[config.mk]
export PLATFORM = sky130hd
export DESIGN_NAME = escape_sequence_decoder_top_flat
export DESIGN_NICKNAME = d
export VERILOG_FILES = /design/src/hw/rtl/esd_pkg.sv /design/src/hw/rtl/esd_if.sv /design/src/hw/rtl/escape_sequence_decoder_top.sv /design/src/hw/rtl/esd_front.sv /design/src/hw/rtl/esd_fifo.sv /design/src/hw/rtl/esd_back.sv /design/src/flat_wrapper.sv
export VERILOG_INCLUDE_DIRS = /design/src /design/src/hw/rtl
export SDC_FILE = /design/constraint.sdc
export NUM_CORES = 1
export LEC_CHECK = 0
export BUFFER_PORTS_ARGS = -buffer_cell sky130_fd_sc_hd__buf_2
export CAP_MARGIN = 20
export CORE_AREA = 3 3 102 114
export CTS_CLUSTER_SIZE = 40
export DETAILED_ROUTE_END_ITERATION = 6
export DIE_AREA = 0 0 105 117
export GPL_TIMING_DRIVEN = 0
export PLACE_DENSITY_LB_ADDON = 0.15
export SLEW_MARGIN = 20
export SYNTH_ARGS = -nofsm -noshare
export SYNTH_HDL_FRONTEND = slang
export SYNTH_SLANG_ARGS = --single-unit
[constraint.sdc]
create_clock -name clk -period 9 [get_ports clk]
set_input_delay 1.35 -clock clk [delete_from_list [all_inputs] [get_ports clk]]
set_output_delay 1.35 -clock clk [all_outputs]
set_load 0.02 [all_outputs]
[src/hw/rtl/escape_sequence_decoder_top_assert.svh]
// Assertion macros shared by the escape sequence decoder RTL.
// Expects signals clk and rst in the scope of each use.
`ifndef ESCAPE_SEQUENCE_DECODER_TOP_ASSERT_SVH
`define ESCAPE_SEQUENCE_DECODER_TOP_ASSERT_SVH

// Same-cycle implication, checked outside reset
`define ESD_ASSERT_NOW(label, ante, cons, msg) \
  label: assert property (@(posedge clk) disable iff (rst) (ante) |-> (cons)) \
    else $error(msg);

// Next-cycle implication, checked outside reset
`define ESD_ASSERT_NEXT(label, ante, cons, msg) \
  label: assert property (@(posedge clk) disable iff (rst) (ante) |=> (cons)) \
    else $error(msg);

`endif

[src/hw/rtl/esd_pkg.sv]
// Shared types and constants for the escape sequence decoder.
// No dependencies; used by the interfaces and all decoder modules.
package esd_pkg;

  // Width of the internal decoded byte counter (saturating)
  localparam int LENGTH_BITS = 16;
  localparam int OUT_LENGTH_W = 16;

  // Queue between front and back
  localparam int FIFO_DEPTH = 4;
  localparam int FIFO_PTR_W = $clog2(FIFO_DEPTH);
  localparam int FIFO_CNT_W = $clog2(FIFO_DEPTH + 1);

  // Result kinds
  localparam logic KIND_BYTE = 1'b0;
  localparam logic KIND_END  = 1'b1;

  // Action codes
  localparam logic ACT_BYTE = 1'b0;
  localparam logic ACT_END  = 1'b1;

  // What follows the optional first byte of a queue entry
  typedef enum logic [1:0] {
    TAIL_NONE,
    TAIL_BYTE,
    TAIL_END
  } tail_t;

  // One classified input transaction: up to two results
  typedef struct packed {
    logic        b0_en;
    logic [7:0]  b0;
    tail_t       tail;
    logic [7:0]  b1;
  } entry_t;

endpackage

[src/hw/rtl/esd_if.sv]
// Stream interfaces for the escape sequence decoder input and output.
// Depends on esd_pkg for the length width.
interface esd_in_if;
  logic       valid;
  logic       ready;
  logic       action;
  logic [7:0] src_byte;

  modport source (output valid, output action, output src_byte, input ready);
  modport sink (input valid, input action, input src_byte, output ready);
endinterface

interface esd_out_if;
  logic                               valid;
  logic                               ready;
  logic                               out_kind;
  logic [7:0]                         out_byte;
  logic [esd_pkg::OUT_LENGTH_W-1:0]   out_length;

  modport source (output valid, output out_kind, output out_byte, output out_length,
                  input ready);
  modport sink (input valid, input out_kind, input out_byte, input out_length,
                output ready);
endinterface

[src/hw/rtl/escape_sequence_decoder_top.sv]
// Escape sequence decoder: turns backslash-escaped source text into raw bytes
// (octal, hex, named and pass-through escapes). An end transaction flushes any
// pending escape and produces an end marker with the saturating decoded length.
// The decoder takes one source transaction per cycle. Each produces zero, one
// or two results; the output delivers one result per cycle unless the sink
// stalls it, so a transaction that yields two results (a digit run ended by
// another byte, or a flush plus the end marker) needs an extra output slot,
// absorbed by the 4-entry queue between the classifying front end and the
// output back end. Input stalls only when that queue is full.
// Depends on esd_pkg, esd_if, esd_front, esd_fifo and esd_back.
module escape_sequence_decoder_top (
  input  logic       clk,
  input  logic       rst,
  esd_in_if.sink     in_ch,
  esd_out_if.source  out_ch
);

  logic            push_valid, push_ready;
  logic            pop_valid, pop_ready;
  esd_pkg::entry_t push_data, pop_data;

  // Classify source transactions
  esd_front u_front (
    .clk        (clk),
    .rst        (rst),
    .in_ch      (in_ch),
    .push_valid (push_valid),
    .push_ready (push_ready),
    .push_data  (push_data)
  );

  // Decoupling queue
  esd_fifo u_fifo (
    .clk        (clk),
    .rst        (rst),
    .push_valid (push_valid),
    .push_ready (push_ready),
    .push_data  (push_data),
    .pop_valid  (pop_valid),
    .pop_ready  (pop_ready),
    .pop_data   (pop_data)
  );

  // Emit results
  esd_back u_back (
    .clk       (clk),
    .rst       (rst),
    .pop_valid (pop_valid),
    .pop_ready (pop_ready),
    .pop_data  (pop_data),
    .out_ch    (out_ch)
  );

endmodule

[src/hw/rtl/esd_front.sv]
// Front end: accepts source transactions, tracks escape state, classifies results.
// Depends on esd_pkg, esd_if and the assertion header.
`include "escape_sequence_decoder_top_assert.svh"

module esd_front (
  input  logic            clk,
  input  logic            rst,
  esd_in_if.sink          in_ch,
  output logic            push_valid,
  input  logic            push_ready,
  output esd_pkg::entry_t push_data
);

  typedef enum logic [1:0] {
    MODE_NORMAL,
    MODE_ESCAPE,
    MODE_OCTAL,
    MODE_HEX
  } mode_t;

  localparam logic [7:0] CH_BACKSLASH = 8'h5C;
  localparam logic [7:0] CH_X         = 8'h78;

  mode_t       mode, mode_next;
  logic [1:0]  oct_left, oct_left_next;
  logic [7:0]  acc, acc_next;
  logic        accept;
  logic        is_oct;
  logic [4:0]  hex_d;
  logic [7:0]  oct_acc;
  logic [1:0]  oct_left_dec;
  esd_pkg::entry_t ent;

  // Hex digit value, bit 4 flags a valid digit
  function automatic logic [4:0] hex_digit(input logic [7:0] b);
    logic [4:0] r;
    r = 5'd0;
    if (b >= 8'h30 && b <= 8'h39) r = {1'b1, 4'(b - 8'h30)};
    else if (b >= 8'h61 && b <= 8'h66) r = {1'b1, 4'(b - 8'h57)};
    else if (b >= 8'h41 && b <= 8'h46) r = {1'b1, 4'(b - 8'h37)};
    return r;
  endfunction

  // Named escape letters map to control bytes, others pass through
  function automatic logic [7:0] named_escape(input logic [7:0] b);
    logic [7:0] r;
    unique case (b)
      8'h61:   r = 8'h07;
      8'h62:   r = 8'h08;
      8'h66:   r = 8'h0C;
      8'h6E:   r = 8'h0A;
      8'h72:   r = 8'h0D;
      8'h73:   r = 8'h20;
      8'h74:   r = 8'h09;
      8'h76:   r = 8'h0B;
      8'h45:   r = 8'h1B;
      default: r = b;
    endcase
    return r;
  endfunction

  assign accept      = in_ch.valid && in_ch.ready;
  assign in_ch.ready = push_ready;

  assign is_oct       = (in_ch.src_byte[7:3] == 5'b00110);
  assign hex_d        = hex_digit(in_ch.src_byte);
  assign oct_acc      = {acc[4:0], in_ch.src_byte[2:0]};
  assign oct_left_dec = oct_left - 2'd1;

  // Classify the transaction and compute next escape state
  always_comb begin
    mode_next     = mode;
    oct_left_next = oct_left;
    acc_next      = acc;
    ent.b0_en     = 1'b0;
    ent.b0        = 8'h00;
    ent.tail      = esd_pkg::TAIL_NONE;
    ent.b1        = in_ch.src_byte;

    if (in_ch.action == esd_pkg::ACT_END) begin
      // flush pending escape, then the end marker
      ent.b0_en     = (mode != MODE_NORMAL);
      ent.b0        = (mode == MODE_ESCAPE) ? 8'h00 : acc;
      ent.tail      = esd_pkg::TAIL_END;
      ent.b1        = 8'h00;
      mode_next     = MODE_NORMAL;
      oct_left_next = 2'd0;
      acc_next      = 8'h00;
    end else begin
      unique case (mode)
        MODE_NORMAL: begin
          if (in_ch.src_byte == CH_BACKSLASH) begin
            mode_next = MODE_ESCAPE;
          end else begin
            ent.b0_en = 1'b1;
            ent.b0    = in_ch.src_byte;
          end
        end
        MODE_ESCAPE: begin
          if (is_oct) begin
            acc_next      = {5'd0, in_ch.src_byte[2:0]};
            oct_left_next = 2'd2;
            mode_next     = MODE_OCTAL;
          end else if (in_ch.src_byte == CH_X) begin
            acc_next  = 8'h00;
            mode_next = MODE_HEX;
          end else begin
            mode_next = MODE_NORMAL;
            ent.b0_en = 1'b1;
            ent.b0    = named_escape(in_ch.src_byte);
          end
        end
        MODE_OCTAL: begin
          if (is_oct && oct_left != 2'd0) begin
            oct_left_next = oct_left_dec;
            if (oct_left_dec == 2'd0) begin
              mode_next = MODE_NORMAL;
              ent.b0_en = 1'b1;
              ent.b0    = oct_acc;
              acc_next  = 8'h00;
            end else begin
              acc_next = oct_acc;
            end
          end else begin
            // run ended: emit its value, then handle byte as plain text
            mode_next     = MODE_NORMAL;
            oct_left_next = 2'd0;
            ent.b0_en     = 1'b1;
            ent.b0        = acc;
            acc_next      = 8'h00;
            if (in_ch.src_byte == CH_BACKSLASH) mode_next = MODE_ESCAPE;
            else ent.tail = esd_pkg::TAIL_BYTE;
          end
        end
        MODE_HEX: begin
          if (hex_d[4]) begin
            acc_next = {acc[3:0], hex_d[3:0]};
          end else begin
            mode_next = MODE_NORMAL;
            ent.b0_en = 1'b1;
            ent.b0    = acc;
            acc_next  = 8'h00;
            if (in_ch.src_byte == CH_BACKSLASH) mode_next = MODE_ESCAPE;
            else ent.tail = esd_pkg::TAIL_BYTE;
          end
        end
        default: mode_next = MODE_NORMAL;
      endcase
    end
  end

  assign push_valid = in_ch.valid && (ent.b0_en || ent.tail != esd_pkg::TAIL_NONE);
  assign push_data  = ent;

  // Escape state
  always_ff @(posedge clk) begin
    if (rst) begin
      mode     <= MODE_NORMAL;
      oct_left <= 2'd0;
      acc      <= 8'h00;
    end else if (accept) begin
      mode     <= mode_next;
      oct_left <= oct_left_next;
      acc      <= acc_next;
    end
  end

  `ESD_ASSERT_NEXT(a_end_clears, accept && in_ch.action == esd_pkg::ACT_END, mode == MODE_NORMAL && acc == 8'h00, "front state not cleared after end")
  `ESD_ASSERT_NOW(a_octal_left, mode == MODE_OCTAL, oct_left != 2'd0, "octal mode with no digits left")
  `ESD_ASSERT_NEXT(a_octal_enter, accept && in_ch.action == esd_pkg::ACT_BYTE && mode == MODE_ESCAPE && is_oct, mode == MODE_OCTAL, "octal digit after backslash did not open octal run")

endmodule

[src/hw/rtl/esd_fifo.sv]
// Short queue of classified entries between the front and back ends.
// Depends on esd_pkg and the assertion header.
`include "escape_sequence_decoder_top_assert.svh"

module esd_fifo (
  input  logic            clk,
  input  logic            rst,
  input  logic            push_valid,
  output logic            push_ready,
  input  esd_pkg::entry_t push_data,
  output logic            pop_valid,
  input  logic            pop_ready,
  output esd_pkg::entry_t pop_data
);

  localparam logic [esd_pkg::FIFO_PTR_W-1:0] PTR_LAST =
    esd_pkg::FIFO_PTR_W'(esd_pkg::FIFO_DEPTH - 1);
  localparam logic [esd_pkg::FIFO_CNT_W-1:0] CNT_FULL =
    esd_pkg::FIFO_CNT_W'(esd_pkg::FIFO_DEPTH);

  esd_pkg::entry_t                  slots [esd_pkg::FIFO_DEPTH];
  logic [esd_pkg::FIFO_PTR_W-1:0]   wr_ptr, rd_ptr;
  logic [esd_pkg::FIFO_CNT_W-1:0]   count;
  logic                             push, pop;

  assign push_ready = (count != CNT_FULL);
  assign pop_valid  = (count != '0);
  assign pop_data   = slots[rd_ptr];
  assign push       = push_valid && push_ready;
  assign pop        = pop_valid && pop_ready;

  // Entry storage
  always_ff @(posedge clk) begin
    if (push) slots[wr_ptr] <= push_data;
  end

  // Pointers and occupancy
  always_ff @(posedge clk) begin
    if (rst) begin
      wr_ptr <= '0;
      rd_ptr <= '0;
      count  <= '0;
    end else begin
      if (push) wr_ptr <= (wr_ptr == PTR_LAST) ? '0 : wr_ptr + 1'b1;
      if (pop)  rd_ptr <= (rd_ptr == PTR_LAST) ? '0 : rd_ptr + 1'b1;
      if (push && !pop) count <= count + 1'b1;
      else if (pop && !push) count <= count - 1'b1;
    end
  end

  `ESD_ASSERT_NOW(a_cnt_bound, 1'b1, count <= CNT_FULL, "queue occupancy out of range")
  `ESD_ASSERT_NEXT(a_cnt_inc, push && !pop, count == $past(count) + 1'b1, "queue count missed a push")
  `ESD_ASSERT_NEXT(a_cnt_dec, pop && !push, count == $past(count) - 1'b1, "queue count missed a pop")

endmodule

[src/hw/rtl/esd_back.sv]
// Back end: drains queue entries into output transactions and counts bytes.
// Depends on esd_pkg, esd_if and the assertion header.
`include "escape_sequence_decoder_top_assert.svh"

module esd_back (
  input  logic            clk,
  input  logic            rst,
  input  logic            pop_valid,
  output logic            pop_ready,
  input  esd_pkg::entry_t pop_data,
  esd_out_if.source       out_ch
);

  localparam logic [esd_pkg::LENGTH_BITS-1:0] COUNT_MAX = '1;

  logic                            out_valid;
  logic                            out_kind;
  logic [7:0]                      out_byte;
  logic [esd_pkg::OUT_LENGTH_W-1:0] out_length;
  logic                            phase;
  logic [esd_pkg::LENGTH_BITS-1:0] count;
  logic [esd_pkg::LENGTH_BITS-1:0] count_inc;
  logic                            load;
  logic                            emit_tail;

  assign load      = !out_valid || out_ch.ready;
  assign emit_tail = phase || !pop_data.b0_en;
  assign pop_ready = load && (emit_tail || pop_data.tail == esd_pkg::TAIL_NONE);
  assign count_inc = (count != COUNT_MAX) ? count + 1'b1 : count;

  assign out_ch.valid      = out_valid;
  assign out_ch.out_kind   = out_kind;
  assign out_ch.out_byte   = out_byte;
  assign out_ch.out_length = out_length;

  // Output register, entry phase and saturating byte count
  always_ff @(posedge clk) begin
    if (rst) begin
      out_valid <= 1'b0;
      phase     <= 1'b0;
      count     <= '0;
    end else if (load) begin
      out_valid <= pop_valid;
      if (pop_valid) begin
        if (!emit_tail) begin
          out_kind   <= esd_pkg::KIND_BYTE;
          out_byte   <= pop_data.b0;
          out_length <= '0;
          count      <= count_inc;
          phase      <= (pop_data.tail != esd_pkg::TAIL_NONE);
        end else if (pop_data.tail == esd_pkg::TAIL_BYTE) begin
          out_kind   <= esd_pkg::KIND_BYTE;
          out_byte   <= pop_data.b1;
          out_length <= '0;
          count      <= count_inc;
          phase      <= 1'b0;
        end else begin
          out_kind   <= esd_pkg::KIND_END;
          out_byte   <= 8'h00;
          out_length <= esd_pkg::OUT_LENGTH_W'(count);
          count      <= '0;
          phase      <= 1'b0;
        end
      end
    end
  end

  `ESD_ASSERT_NOW(a_phase_head, phase, pop_valid && pop_data.tail != esd_pkg::TAIL_NONE, "second half pending with no tail in queue head")
  `ESD_ASSERT_NEXT(a_end_clears, load && pop_valid && emit_tail && pop_data.tail == esd_pkg::TAIL_END, count == '0, "byte count not cleared after end marker")
  `ESD_ASSERT_NOW(a_end_byte, out_valid && out_kind == esd_pkg::KIND_END, out_byte == 8'h00, "end marker carries a byte value")

endmodule

[src/flat_wrapper.sv]
// flat-port wrapper written by rule: the top's interface ports become plain ports
module escape_sequence_decoder_top_flat 
  (clk, rst, in_ch_valid, in_ch_action, in_ch_src_byte, in_ch_ready, out_ch_valid, out_ch_out_kind, out_ch_out_byte, out_ch_out_length, out_ch_ready);
  esd_in_if in_ch_i ();
  esd_out_if out_ch_i ();
  input  logic clk;
  input  logic rst;
  input wire logic [$bits(in_ch_i.valid)-1:0] in_ch_valid;
  input wire logic [$bits(in_ch_i.action)-1:0] in_ch_action;
  input wire logic [$bits(in_ch_i.src_byte)-1:0] in_ch_src_byte;
  output wire logic [$bits(in_ch_i.ready)-1:0] in_ch_ready;
  output wire logic [$bits(out_ch_i.valid)-1:0] out_ch_valid;
  output wire logic [$bits(out_ch_i.out_kind)-1:0] out_ch_out_kind;
  output wire logic [$bits(out_ch_i.out_byte)-1:0] out_ch_out_byte;
  output wire logic [$bits(out_ch_i.out_length)-1:0] out_ch_out_length;
  input wire logic [$bits(out_ch_i.ready)-1:0] out_ch_ready;
  assign in_ch_i.valid = in_ch_valid;
  assign in_ch_i.action = in_ch_action;
  assign in_ch_i.src_byte = in_ch_src_byte;
  assign in_ch_ready = in_ch_i.ready;
  assign out_ch_valid = out_ch_i.valid;
  assign out_ch_out_kind = out_ch_i.out_kind;
  assign out_ch_out_byte = out_ch_i.out_byte;
  assign out_ch_out_length = out_ch_i.out_length;
  assign out_ch_i.ready = out_ch_ready;
  escape_sequence_decoder_top u_core (.clk(clk), .rst(rst), .in_ch(in_ch_i), .out_ch(out_ch_i));
endmodule
==> flow_summary.toml <==
[status]
status = "finished clean"

[floorplanning]
pin_count = 40
core_um2 = 10400
start_util = 0.659
core.rowCount = 39
die_y_um = 117
die_x_um = 105
die-area_um2 = 12300

[grt]
use_met2 = 0.523
grt_max_degree = 26
use_met1 = 0.361
grt_usage = 0.295
grt_most_used_layer = "met2"
antenna_found_initial = 0
grt-ovfl-total = 0
met3_usage = 0.0527
grt_pass1_wl_mm = 27.8
grt_pass1_vias = 5118

[route]
wl_mm = 17.5
vias = 5291
drt_first_pass_iters = 5
viasPerCell = 6.81
wl_per_cell_um = 22.6
ant_nets = 0
drt_iter0_drc = 504
drc = 0

[setup_path]
reg2reg_from = "u_core.u_front.mode[0]$_SDFFE_PP0P_"
reg2regPathDepth = 11
critPathArrivalTime_ns = 4.69
critPathMaxFanout = 9
crit_start = "in_ch_src_byte[1]"
criticalPathCategory = "in2reg"
reg2reg_to = "u_core.u_fifo.count[2]$_SDFFE_PP0P_"
ff2ff_setup_slack_ns = 5.85
crit_path_end_kind = "flop"
startpoint_type = "primary input"
cp_data_required_time_ns = 9.34

[logic_synthesis]
yosys.area.top_type = "edfxtp_1"
syn_area_um2 = 6880
async_flop_share = 0
synth_top_area_frac = 0.441
synth.distinct_cells = 80
synthFlopType = "edfxtp_1"
yosys-top-cells-area = "edfxtp_1 44%, dfxtp_1 11%, mux4_2 6.2%, ha_1 2.5%, nor2_1 2.2%"
synth_cells = 565
synth_fp_nets = 593
ys_seq_area_frac = 0.554
yosys_warnings = 0
syn_avg_cell_area_um2 = 12.2
synth_edf_count = 101
synth_seq_cells = 140

[min_path]
hold_path_class = "reg2reg"
holdPathEnd = "u_core.u_front.oct_left[1]$_SDFFE_PP0P_"
hp-start = "u_core.u_front.oct_left[1]$_SDFFE_PP0P_"
min_path_cells = 2

[cts]
cts_buffers = 17
cts_root_buffer = "clkbuf_16"
clkTransAtPathRegs_ns = 0.06
cts-htree-levels = 4
clock_sinks = 140
cts_hold_buf = 0
postCtsSetupRepairBufs = 0
cts_tree = "yes"
cts_resized = 0
clk_path_buf_depth = 2
clk_latency_ns = 0.41

[timing]
fmax_mhz = 230
hold_viol = 0
tns_ns = 0
setup_viol = 0
finalCritPeriodShare = 0.483
fin_crit_ns = 4.35
relSlewSlack = 0.249
worst_pin_slew_ns = 1.11
rsz0062_at_grt = "false"
maxSlewViolCount = 0
skew_ns = 0.00963

[pwr]
peakVddDrop_uv = 161
cellPowerDensity_nw_per_um2 = 253
p_leak_uw = 0.00279

[finish]
stdcell_count = 777
nets = 649
n_fill_cell = 729
antennaDiodeCount = 0
drive_above_1_share = 0.181
synthToLayoutAreaGrowth_pct = 13.9

[place]
place_congestion = 0.958
numPortBuffers = 37
dp.cells = 745
dpl.hpwl_mm = 11.7

[run]
max_cap_viol_count = 0
## state kept, by name, indices dropped and copies added, names as in the netlist, named ones only
signal                           flops
u_core.u_back.out_ch.valid           1
u_core.u_front.acc                   8
u_core.u_fifo.wr_ptr                 2
u_core.u_back.out_ch.out_byte        8
u_core.u_fifo.slots                 76
u_core.u_fifo.rd_ptr                 2
u_core.u_back.out_ch.out_length     16
u_core.u_back.count                 16
u_core.u_back.out_ch.out_kind        1
u_core.u_front.oct_left              2
u_core.u_back.phase                  1
u_core.u_fifo.count                  3
u_core.u_front.mode                  2
## cell type report
class | count | area, µm² | share of cell area
clock inverter | 15 | 159 | 0.0203
timing repair buffer | 37 | 185 | 0.0236
inverter | 17 | 63.8 | 0.00815
multi-input combinational | 371 | 2850 | 0.364
buffer | 37 | 158 | 0.0201
tap | 143 | 179 | 0.0228
sequential | 140 | 3810 | 0.487
clock buffer | 17 | 425 | 0.0543
## power by group
part | switching, µW | internal (µW)
Sequential | 32.4 | 787
Clock | 288 | 391
Combinational | 303 | 183
## critical path, stage by stage
cell and delay [ns]:
buf_2 0.10, buf_2 0.21, inv_1 0.15, ha_1 0.31, o21bai_1 0.29, a22oi_1 0.22, o21ai_2 0.38, o31a_1 0.35
ha_1 0.26, inv_1 0.08, fa_1 0.37, xor2_1 0.18, or3_1 0.30, a21oi_1 0.14
## layout by cell type, fill, tap and decap left out, types with 6 or more instances in the layout
cell | netlist | routed
a21oi_1 | 21 | 21
nor3_1 | 9 | 9
o21ai_0 | 12 | 12
a22o_1 | 17 | 17
or3_1 | 6 | 6
inv_1 | 16 | 16
nor2b_1 | 9 | 9
xnor2_1 | 7 | 7
clkbuf_16 | 0 | 17
buf_2 | 9 | 46
nand3_1 | 18 | 18
dfxtp_1 | 39 | 39
and2_1 | 8 | 8
nand2b_1 | 8 | 8
ha_1 | 14 | 14
mux4_2 | 19 | 19
and3_1 | 21 | 21
o2bb2ai_1 | 7 | 7
edfxtp_1 | 101 | 101
nor2_1 | 41 | 40
nand2_1 | 28 | 28
clkbuf_1 | 22 | 22
## synthesized netlist by cell type, types with 6 or more instances
library cell	count
and2_1	8
nand2b_1	8
mux4_2	19
dfxtp_1	39
and3_1	21
clkbuf_1	22
o21ai_0	12
nand2_1	28
ha_1	14
nand3_1	18
xnor2_1	7
a21oi_1	21
or3_1	6
nor2_1	41
inv_1	16
nor3_1	9
o2bb2ai_1	7
a22o_1	17
buf_2	9
edfxtp_1	101
nor2b_1	9
## per-stage QoR
step	cell area (µm²)	util	hold WS (ns)	worst slack [ns]	total power [µW]
2_1_floorplan	6880	-	0.432	5.05	1170
3_3_place_gp	7240	0.694	0.445	4.39	1280
3_5_place_dp	7250	0.694	0.452	4.30	1310
4_1_cts	7830	0.750	0.460	4.72	1990
5_1_grt	7830	0.750	0.485	4.46	2070
6_report	7830	0.750	0.460	4.65	1980
## worst max path at each step
stage                                           to  depth (start not counted)
6_report       u_core.u_fifo.count[2]$_SDFFE_PP0P_                         14
5_1_grt        u_core.u_fifo.count[2]$_SDFFE_PP0P_                         14
4_1_cts        u_core.u_fifo.count[2]$_SDFFE_PP0P_                         14
3_5_place_dp   u_core.u_fifo.count[2]$_SDFFE_PP0P_                         14
3_3_place_gp   u_core.u_fifo.count[2]$_SDFFE_PP0P_                         14
2_1_floorplan  u_core.u_fifo.count[2]$_SDFFE_PP0P_                         13
## kinds of logic after synthesis
kind of cell / share of synthesized area
AOI/OAI and AO/OA: 0.153
xor gates and xnor gates: 0.0140
adders and majority gates: 0.0284
buffers and inverters: 0.0322
DFF: 0.554
muxes: 0.0695
and+or+nand+nor: 0.148
## layer usage
metal / vias to the layer above / share of wire
li1: 2332 / -
met1: 2542 / 0.38
met2: 339 / 0.50
met3: 78 / 0.075
met4: 0 / 0.041
met5: - / 0
Power figures use the tool's default switching activity.
